`config.mk`:
```
export PLATFORM = sky130hd
export DESIGN_NAME = serial_command_frame_receiver
export DESIGN_NICKNAME = d
export VERILOG_FILES = /design/src/design/scfr_pkg.sv /design/src/design/scfr_assembler.sv /design/src/design/serial_command_frame_receiver.sv
export SDC_FILE = /design/constraint.sdc
export NUM_CORES = 1
export LEC_CHECK = 0
export BUFFER_PORTS_ARGS = -buffer_cell sky130_fd_sc_hd__clkbuf_2
export CAP_MARGIN = 40
export CORE_ASPECT_RATIO = 0.7
export CORE_MARGIN = 2
export CORE_UTILIZATION = 55
export DETAILED_ROUTE_END_ITERATION = 10
export PLACE_DENSITY = 0.79
export SLEW_MARGIN = 40
export SYNTH_ARGS = -nofsm -noshare
export SYNTH_HDL_FRONTEND = slang
export SYNTH_SLANG_ARGS = --single-unit
```
`constraint.sdc`:
```
create_clock -name clk -period 14.9 [get_ports clk]
set_clock_uncertainty 0.2 [all_clocks]
set_input_delay 2.98 -clock clk [delete_from_list [all_inputs] [get_ports clk]]
set_output_delay 2.98 -clock clk [all_outputs]
set_load 0.03 [all_outputs]
```
`src/design/scfr_pkg.sv`:
```
package scfr_pkg;

	localparam int FrameBytes = 24;
	localparam int StageDepth = FrameBytes - 1;
	localparam int CrcLast    = 21;
	localparam int NumWords   = 5;
	localparam int ModeIdx    = CrcLast - 1;

	localparam logic [15:0] CrcInit = 16'hFFFF;
	localparam logic [15:0] CrcPoly = 16'hA001;

	localparam int OutBits = 2 + NumWords * 32 + 8 + 2 + 2;
	localparam int OutTdataBits = ((OutBits + 7) / 8) * 8;

	typedef enum logic [1:0] {
		STATUS_OK        = 2'd0,
		STATUS_BAD_LEN   = 2'd1,
		STATUS_BAD_START = 2'd2,
		STATUS_BAD_CRC   = 2'd3
	} status_t;

	typedef struct packed {
		status_t                     status;
		logic [NumWords-1:0][31:0]   words;
		logic [7:0]                  mode;
	} verdict_t;

	function automatic logic [15:0] crc_add_byte(input logic [15:0] crc, input logic [7:0] b);
		logic [15:0] c;
		c = crc ^ {8'h00, b};
		for (int k = 0; k < 8; k++) begin
			if (c[0]) begin
				c = (c >> 1) ^ CrcPoly;
			end else begin
				c = c >> 1;
			end
		end
		return c;
	endfunction

	// value 3 decodes to 0
	function automatic logic [1:0] decode_mode(input logic [7:0] m);
		return (m[1:0] == 2'd3) ? 2'd0 : m[1:0];
	endfunction

endpackage

```
`src/design/scfr_assembler.sv`:
```
module scfr_assembler (
	input  logic                clk,
	input  logic                arst_n,
	input  logic                byte_en,
	input  logic                idle_en,
	input  logic [7:0]          data,
	input  logic [7:0]          start_byte,
	output scfr_pkg::verdict_t  verdict
);

	logic [7:0]  count_q;
	logic [15:0] crc_q;
	logic [7:0]  first_q;
	logic [7:0]  stage_q [scfr_pkg::StageDepth];

	logic in_stage;
	logic in_crc;

	assign in_stage = (count_q >= 8'd1) && (count_q <= 8'(scfr_pkg::StageDepth));
	assign in_crc   = (count_q >= 8'd1) && (count_q <= 8'(scfr_pkg::CrcLast));

	always_ff @(posedge clk or negedge arst_n) begin
		if (!arst_n) begin
			count_q <= 8'd0;
			crc_q   <= scfr_pkg::CrcInit;
			first_q <= 8'd0;
		end else if (idle_en) begin
			count_q <= 8'd0;
			crc_q   <= scfr_pkg::CrcInit;
		end else if (byte_en) begin
			if (count_q == 8'd0) begin
				first_q <= data;
			end
			if (in_crc) begin
				crc_q <= scfr_pkg::crc_add_byte(crc_q, data);
			end
			if (count_q != 8'hFF) begin
				count_q <= count_q + 8'd1;
			end
		end
	end

	// bytes 1..23 shift in; after a full frame byte n sits at index n-1
	always_ff @(posedge clk) begin
		if (byte_en && in_stage) begin
			for (int i = 0; i < scfr_pkg::StageDepth - 1; i++) begin
				stage_q[i] <= stage_q[i+1];
			end
			stage_q[scfr_pkg::StageDepth-1] <= data;
		end
	end

	always_comb begin
		if (count_q != 8'(scfr_pkg::FrameBytes)) begin
			verdict.status = scfr_pkg::STATUS_BAD_LEN;
		end else if (first_q != start_byte) begin
			verdict.status = scfr_pkg::STATUS_BAD_START;
		end else if (stage_q[scfr_pkg::CrcLast] != crc_q[15:8] ||
		             stage_q[scfr_pkg::CrcLast+1] != crc_q[7:0]) begin
			verdict.status = scfr_pkg::STATUS_BAD_CRC;
		end else begin
			verdict.status = scfr_pkg::STATUS_OK;
		end
		for (int k = 0; k < scfr_pkg::NumWords; k++) begin
			verdict.words[k] = {stage_q[4*k+3], stage_q[4*k+2], stage_q[4*k+1], stage_q[4*k]};
		end
		verdict.mode = stage_q[scfr_pkg::ModeIdx];
	end

endmodule

```
`src/design/serial_command_frame_receiver.sv`:
```
// an idle word passes through the input register, then its result is registered at the output
// throughput: one input word per cycle; data words give no result
// the input stalls only while a result is pending and the output is held
// reset (arst_n low, asynchronous) clears the byte count, crc, held setpoints,
// held mode and start byte; no result is pending after reset
module serial_command_frame_receiver (
	input  logic                                  clk,
	input  logic                                  arst_n,
	input  logic                                  cfg_we,
	input  logic [7:0]                            cfg_wdata,
	input  logic                                  s_tvalid,
	output logic                                  s_tready,
	input  logic [7:0]                            s_tdata,   // rx_byte
	input  logic                                  s_tuser,   // cmd
	output logic                                  m_tvalid,
	input  logic                                  m_tready,
	// status, speed_x, speed_y, turn_rate, yaw_step, pitch_step, mode_byte,
	// chassis_mode, gimbal_mode, zero pad
	output logic [scfr_pkg::OutTdataBits-1:0]     m_tdata
);

	localparam int PadBits = scfr_pkg::OutTdataBits - scfr_pkg::OutBits;

	logic        valid_s1;
	logic        cmd_s1;
	logic [7:0]  byte_s1;
	logic [7:0]  start_q;

	logic [scfr_pkg::NumWords-1:0][31:0] held_words_q;
	logic [7:0]                          held_mode_q;
	logic                                out_valid_q;
	logic [scfr_pkg::OutTdataBits-1:0]   out_data_q;

	logic advance;
	logic byte_en;
	logic idle_en;
	scfr_pkg::verdict_t verdict;

	logic [scfr_pkg::NumWords-1:0][31:0] words_next;
	logic [7:0]                          mode_next;

	assign advance  = valid_s1 && (!cmd_s1 || !out_valid_q || m_tready);
	assign s_tready = !valid_s1 || advance;
	assign byte_en  = advance && !cmd_s1;
	assign idle_en  = advance && cmd_s1;

	always_ff @(posedge clk or negedge arst_n) begin
		if (!arst_n) begin
			start_q <= 8'd0;
		end else if (cfg_we) begin
			start_q <= cfg_wdata;
		end
	end

	always_ff @(posedge clk or negedge arst_n) begin
		if (!arst_n) begin
			valid_s1 <= 1'b0;
		end else if (s_tvalid && s_tready) begin
			valid_s1 <= 1'b1;
		end else if (advance) begin
			valid_s1 <= 1'b0;
		end
	end

	always_ff @(posedge clk) begin
		if (s_tvalid && s_tready) begin
			cmd_s1  <= s_tuser;
			byte_s1 <= s_tdata;
		end
	end

	scfr_assembler u_asm (
		.clk        (clk),
		.arst_n     (arst_n),
		.byte_en    (byte_en),
		.idle_en    (idle_en),
		.data       (byte_s1),
		.start_byte (start_q),
		.verdict    (verdict)
	);

	always_comb begin
		if (verdict.status == scfr_pkg::STATUS_OK) begin
			words_next = verdict.words;
			mode_next  = verdict.mode;
		end else begin
			words_next = held_words_q;
			mode_next  = held_mode_q;
		end
	end

	always_ff @(posedge clk or negedge arst_n) begin
		if (!arst_n) begin
			held_words_q <= '0;
			held_mode_q  <= 8'd0;
			out_valid_q  <= 1'b0;
		end else begin
			if (idle_en) begin
				held_words_q <= words_next;
				held_mode_q  <= mode_next;
				out_valid_q  <= 1'b1;
			end else if (m_tready) begin
				out_valid_q  <= 1'b0;
			end
		end
	end

	always_ff @(posedge clk) begin
		if (idle_en) begin
			out_data_q <= {{PadBits{1'b0}},
			               scfr_pkg::decode_mode(mode_next),
			               scfr_pkg::decode_mode(mode_next),
			               mode_next,
			               words_next,
			               verdict.status};
		end
	end

	assign m_tvalid = out_valid_q;
	assign m_tdata  = out_data_q;

endmodule

```
==> flow_summary.html <==
<table>
<tr><th>Metric</th><th>Value</th></tr>
<tr><th colspan="2">Route</th></tr>
<tr><td>Final routed wirelength across all metal layers</td><td>39700 um</td></tr>
<tr><td>Total iterations of the first detailed-routing run</td><td>5</td></tr>
<tr><td>Violation count after the first detailed-routing iteration</td><td>780</td></tr>
<tr><td>Residual DRC count</td><td>0</td></tr>
<tr><td>Via-per-instance ratio</td><td>5.37</td></tr>
<tr><td>WL per Instance</td><td>20.6 um</td></tr>
<tr><td>Via count</td><td>10400</td></tr>
<tr><td>Antenna Violating Nets Remaining</td><td>0</td></tr>
<tr><th colspan="2">Clock tree</th></tr>
<tr><td>TritonCTS buffer count</td><td>51</td></tr>
<tr><td>Number of buffers on the longest clock path</td><td>3</td></tr>
<tr><td>Sinks on Clock Net</td><td>575</td></tr>
<tr><td>Hold bufs inserted after CTS</td><td>0</td></tr>
<tr><td>Clk slew on worst S/H paths</td><td>60 ps</td></tr>
<tr><td>Post_cts resized</td><td>0</td></tr>
<tr><td>Worst skew pair latency</td><td>570 ps</td></tr>
<tr><td>Post-CTS setup buffer count</td><td>0</td></tr>
<tr><td>CTS H-tree lvls</td><td>2</td></tr>
<tr><td>CTS tree</td><td>built</td></tr>
<tr><td>Root cell of the clock tree</td><td>sky130_fd_sc_hd__clkbuf_16</td></tr>
<tr><th colspan="2">Critical path</th></tr>
<tr><td>Req. time, crit path</td><td>11720 ps</td></tr>
<tr><td>Critical path buffer and inverter count</td><td>2</td></tr>
<tr><td>Family with the most delay on the worst path</td><td>buffers and inverters</td></tr>
<tr><td>Maximum fanout count along the critical path</td><td>3</td></tr>
<tr><td>Cell repeated most along the worst path</td><td>sky130_fd_sc_hd__clkbuf_2</td></tr>
<tr><td>Kind of launch point of the worst setup path</td><td>primary input</td></tr>
<tr><td>Critical Path, Cell by Cell</td><td>clkbuf_2 &gt; nand4b_1 &gt; clkbuf_2</td></tr>
<tr><td>Largest incremental delay on the critical path</td><td>230 ps</td></tr>
<tr><td>Capturing element type of the critical path</td><td>output port</td></tr>
<tr><td>Slowest-stage cell, CP</td><td>sky130_fd_sc_hd__clkbuf_2</td></tr>
<tr><td>Crit path kind</td><td>primary input to output port</td></tr>
<tr><td>Data arrival time of the critical path</td><td>3520 ps</td></tr>
<tr><th colspan="2">Run</th></tr>
<tr><td>Max-Cap Viols</td><td>0</td></tr>
<tr><th colspan="2">Synth</th></tr>
<tr><td>Fraction of registers with async set/reset</td><td>36.5%</td></tr>
<tr><td>Synth Area per Inst</td><td>19.4 sq um</td></tr>
<tr><td>Synth Warn #</td><td>0</td></tr>
<tr><td>EDFF count, synth</td><td>365</td></tr>
<tr><td>Number of synthesized register bits</td><td>575</td></tr>
<tr><td>Ranking of synthesized cells by area</td><td>sky130_fd_sc_hd__edfxtp_1 (50%), sky130_fd_sc_hd__dfrtp_1 (22%), sky130_fd_sc_hd__mux2_2 (12%)</td></tr>
<tr><td>Area share of the leading cell type in the synthesized netlist</td><td>49.6%</td></tr>
<tr><td>Most used DFF post-synth</td><td>sky130_fd_sc_hd__edfxtp_1</td></tr>
<tr><td>Number of distinct standard cells referenced by the synthesized netlist</td><td>42</td></tr>
<tr><td>Post-Syn Instances</td><td>1138</td></tr>
<tr><td>Area leader, netlist</td><td>sky130_fd_sc_hd__edfxtp_1</td></tr>
<tr><td>Part of the Yosys area used for sequential elements</td><td>73.5%</td></tr>
<tr><td>Post-synthesis instance area</td><td>22100 sq um</td></tr>
<tr><th colspan="2">Floorplan</th></tr>
<tr><td>Width of the chip</td><td>244 um</td></tr>
<tr><td>Standard cell core area</td><td>39700 sq um</td></tr>
<tr><td>Total number of placement rows</td><td>61</td></tr>
<tr><td>Die outline area</td><td>41800 sq um</td></tr>
<tr><td>Top-level port count</td><td>200</td></tr>
<tr><td>Vertical extent of the die</td><td>172 um</td></tr>
<tr><td>Initial Util</td><td>55.7%</td></tr>
<tr><th colspan="2">Layout</th></tr>
<tr><td>Number of inserted diodes</td><td>0</td></tr>
<tr><td>Syn-to-layout area delta</td><td>14.7%</td></tr>
<tr><td>Number of nets at the end of the flow</td><td>1379</td></tr>
<tr><td>Layout cell share with drive strength beyond 1</td><td>47.4%</td></tr>
<tr><td>Area of all placed cells without fillers</td><td>25400 sq um</td></tr>
<tr><td>Count of placed standard cells in the final layout, fillers left out</td><td>1929</td></tr>
<tr><th colspan="2">Global routing</th></tr>
<tr><td>Initial antenna violation count</td><td>0</td></tr>
<tr><td>Overall Global Routing Usage</td><td>19.1%</td></tr>
<tr><td>Total global routing overflow</td><td>0</td></tr>
<tr><td>Vias in the first global route</td><td>10800</td></tr>
<tr><td>Wire length of the first global-routing pass</td><td>62400 um</td></tr>
<tr><td>Largest net degree at the start of global routing</td><td>124</td></tr>
<tr><th colspan="2">Min path</th></tr>
<tr><td>Class of the most critical hold timing path</td><td>flop to flop</td></tr>
<tr><th colspan="2">Power and ir drop</th></tr>
<tr><td>LEAKAGE</td><td>10.9 nW</td></tr>
<tr><td>Areal power density over the cells</td><td>140 nW/um^2</td></tr>
<tr><td>Worst IR drop on VDD</td><td>114 uV</td></tr>
<tr><th colspan="2">Timing</th></tr>
<tr><td>Slew of the pin with the lowest slew margin</td><td>831 ps</td></tr>
<tr><td>Final critical-path required period</td><td>6700 ps</td></tr>
<tr><td>Remaining max-slew budget at the tightest pin</td><td>44.4%</td></tr>
<tr><td>Final number of max-transition violations</td><td>0</td></tr>
<tr><td>Period utilisation layout</td><td>44.9%</td></tr>
<tr><td>Number of hold violations in the final report</td><td>0</td></tr>
<tr><td>Final setup TNS</td><td>0 ps</td></tr>
<tr><td>Unrepaired setup endpoints after global routing</td><td>no</td></tr>
<tr><td>Setup violators final</td><td>0</td></tr>
<tr><td>Maximum clock frequency</td><td>0.149 GHz</td></tr>
<tr><th colspan="2">Place</th></tr>
<tr><td>Number of placed instances, taps included</td><td>1833</td></tr>
<tr><td>Weighted congestion reported at the end of routability-driven placement</td><td>0.814</td></tr>
<tr><td>Dpl hpwl</td><td>23200 um</td></tr>
<tr><td>Number of input and output port buffers inserted</td><td>197</td></tr>
<tr><td>Post-Place Cell Area</td><td>23600 sq um</td></tr>
<tr><th colspan="2">Run status</th></tr>
<tr><td>Status</td><td>complete, no violations</td></tr>
</table>
==> metal layers <==
metal  routed length [um]  vias up  track usage, %  share of wire [%]
met4                  726        0            4.45                1.8
met2                18600      249            29.4                 47
li1                     -     4685               -                  -
met5                    0        -               0                  0
met1                18400     5358            28.5                 46
met3                 1940       61            3.67                4.9
==> cells in the final DEF, fill, tap and decap left out, drive strengths merged, types with 10 or more instances in the layout <==
cell | netlist | routed
edfxtp | 365 | 365
inv | 11 | 12
dfstp | 16 | 16
xor2 | 30 | 30
a21oi | 10 | 10
nand2 | 12 | 12
xnor2 | 18 | 18
clkinv | 0 | 15
o21ai | 10 | 10
dfrtp | 194 | 194
buf | 34 | 14
clkbuf | 15 | 268
mux2 | 352 | 352
==> cell type report <==
class | count | area [sq um]
flip-flops and latches | 575 | 16200
clock inverters | 22 | 258
inverters | 11 | 53.8
well taps | 535 | 669
fillers | 2688 | 14300
multi-input cells | 504 | 5510
repair buffers | 210 | 1190
clock buffers | 72 | 1440
==> Yosys cell counts, types with 5 or more instances <==
master,count
sky130_fd_sc_hd__edfxtp_1,365
sky130_fd_sc_hd__mux2_2,232
sky130_fd_sc_hd__dfrtp_1,194
sky130_fd_sc_hd__mux2_4,120
sky130_fd_sc_hd__xor2_1,30
sky130_fd_sc_hd__xnor2_1,18
sky130_fd_sc_hd__dfstp_2,16
sky130_fd_sc_hd__buf_2,15
sky130_fd_sc_hd__clkbuf_1,15
sky130_fd_sc_hd__buf_6,14
sky130_fd_sc_hd__nand2_1,12
sky130_fd_sc_hd__inv_1,11
sky130_fd_sc_hd__a21oi_1,10
sky130_fd_sc_hd__o21ai_0,10
sky130_fd_sc_hd__nor2_1,8
sky130_fd_sc_hd__nor4_1,7
sky130_fd_sc_hd__nand2b_1,6
sky130_fd_sc_hd__nor3_1,6
sky130_fd_sc_hd__mux2i_1,5
sky130_fd_sc_hd__nand3_1,5
==> final timing paths <==
path | depth (start not counted) | to | slack [ps] | from
worst max-delay path | 3 | s_tready | 8200 | m_tready
worst min-delay path | 0 | u_asm.stage_q[2][43] | 270 | u_asm.stage_q[2][51]
worst max register to register | 7 | held_words_q[59] | 11040 | u_asm.crc_q[13]
worst min register to register | 0 | u_asm.stage_q[2][43] | 270 | u_asm.stage_q[2][51]
max in group asynchronous | 3 | held_words_q[113] | 10740 | arst_n
min in group asynchronous | 1 | held_words_q[5] | 2100 | arst_n
==> kinds of logic after synthesis <==
kind of cell,Yosys count,share of synthesized area [%]
flops,575,73.5
mux,357,20.2
simple gates,64,1.66
compound gates,28,0.742
buf+inv,60,1.65
fa+ha+maj,4,0.227
other cells,1,0.0170
xor+xnor,49,2.01
==> report_power, final <==
group          leakage [nW]  switching, mW  internal (mW)
registers              6.28         0.0768           1.83
clock network         0.838          0.560          0.774
logic                  3.77          0.195          0.118
==> sequential cells by signal, summed over array words and instances (netlist names) <==
register,flops
valid_s1,1
start_q,8
cmd_s1,1
held_words_q,160
u_asm.crc_q,16
u_asm.count_q,8
m_tvalid,1
u_asm.first_q,8
byte_s1,8
held_mode_q,8
u_asm.stage_q,184
m_tdata,172
==> metrics by stage <==
| stage | setup WS (ps) | power [mW] | hold WS (ps) | util, % |
|---|---|---|---|---|
| CTS | 8200 | 3.59 | 270 | 63.7 |
| finish | 8200 | 3.56 | 272 | 63.9 |
| global placement | 8230 | 2.24 | 247 | 59.3 |
| global route | 8160 | 3.69 | 278 | 63.9 |
| detailed placement | 8210 | 2.25 | 255 | 59.5 |
| floorplan | 5910 | 2.16 | 240 | - |
Note: power is estimated with default switching activity, not from simulation.
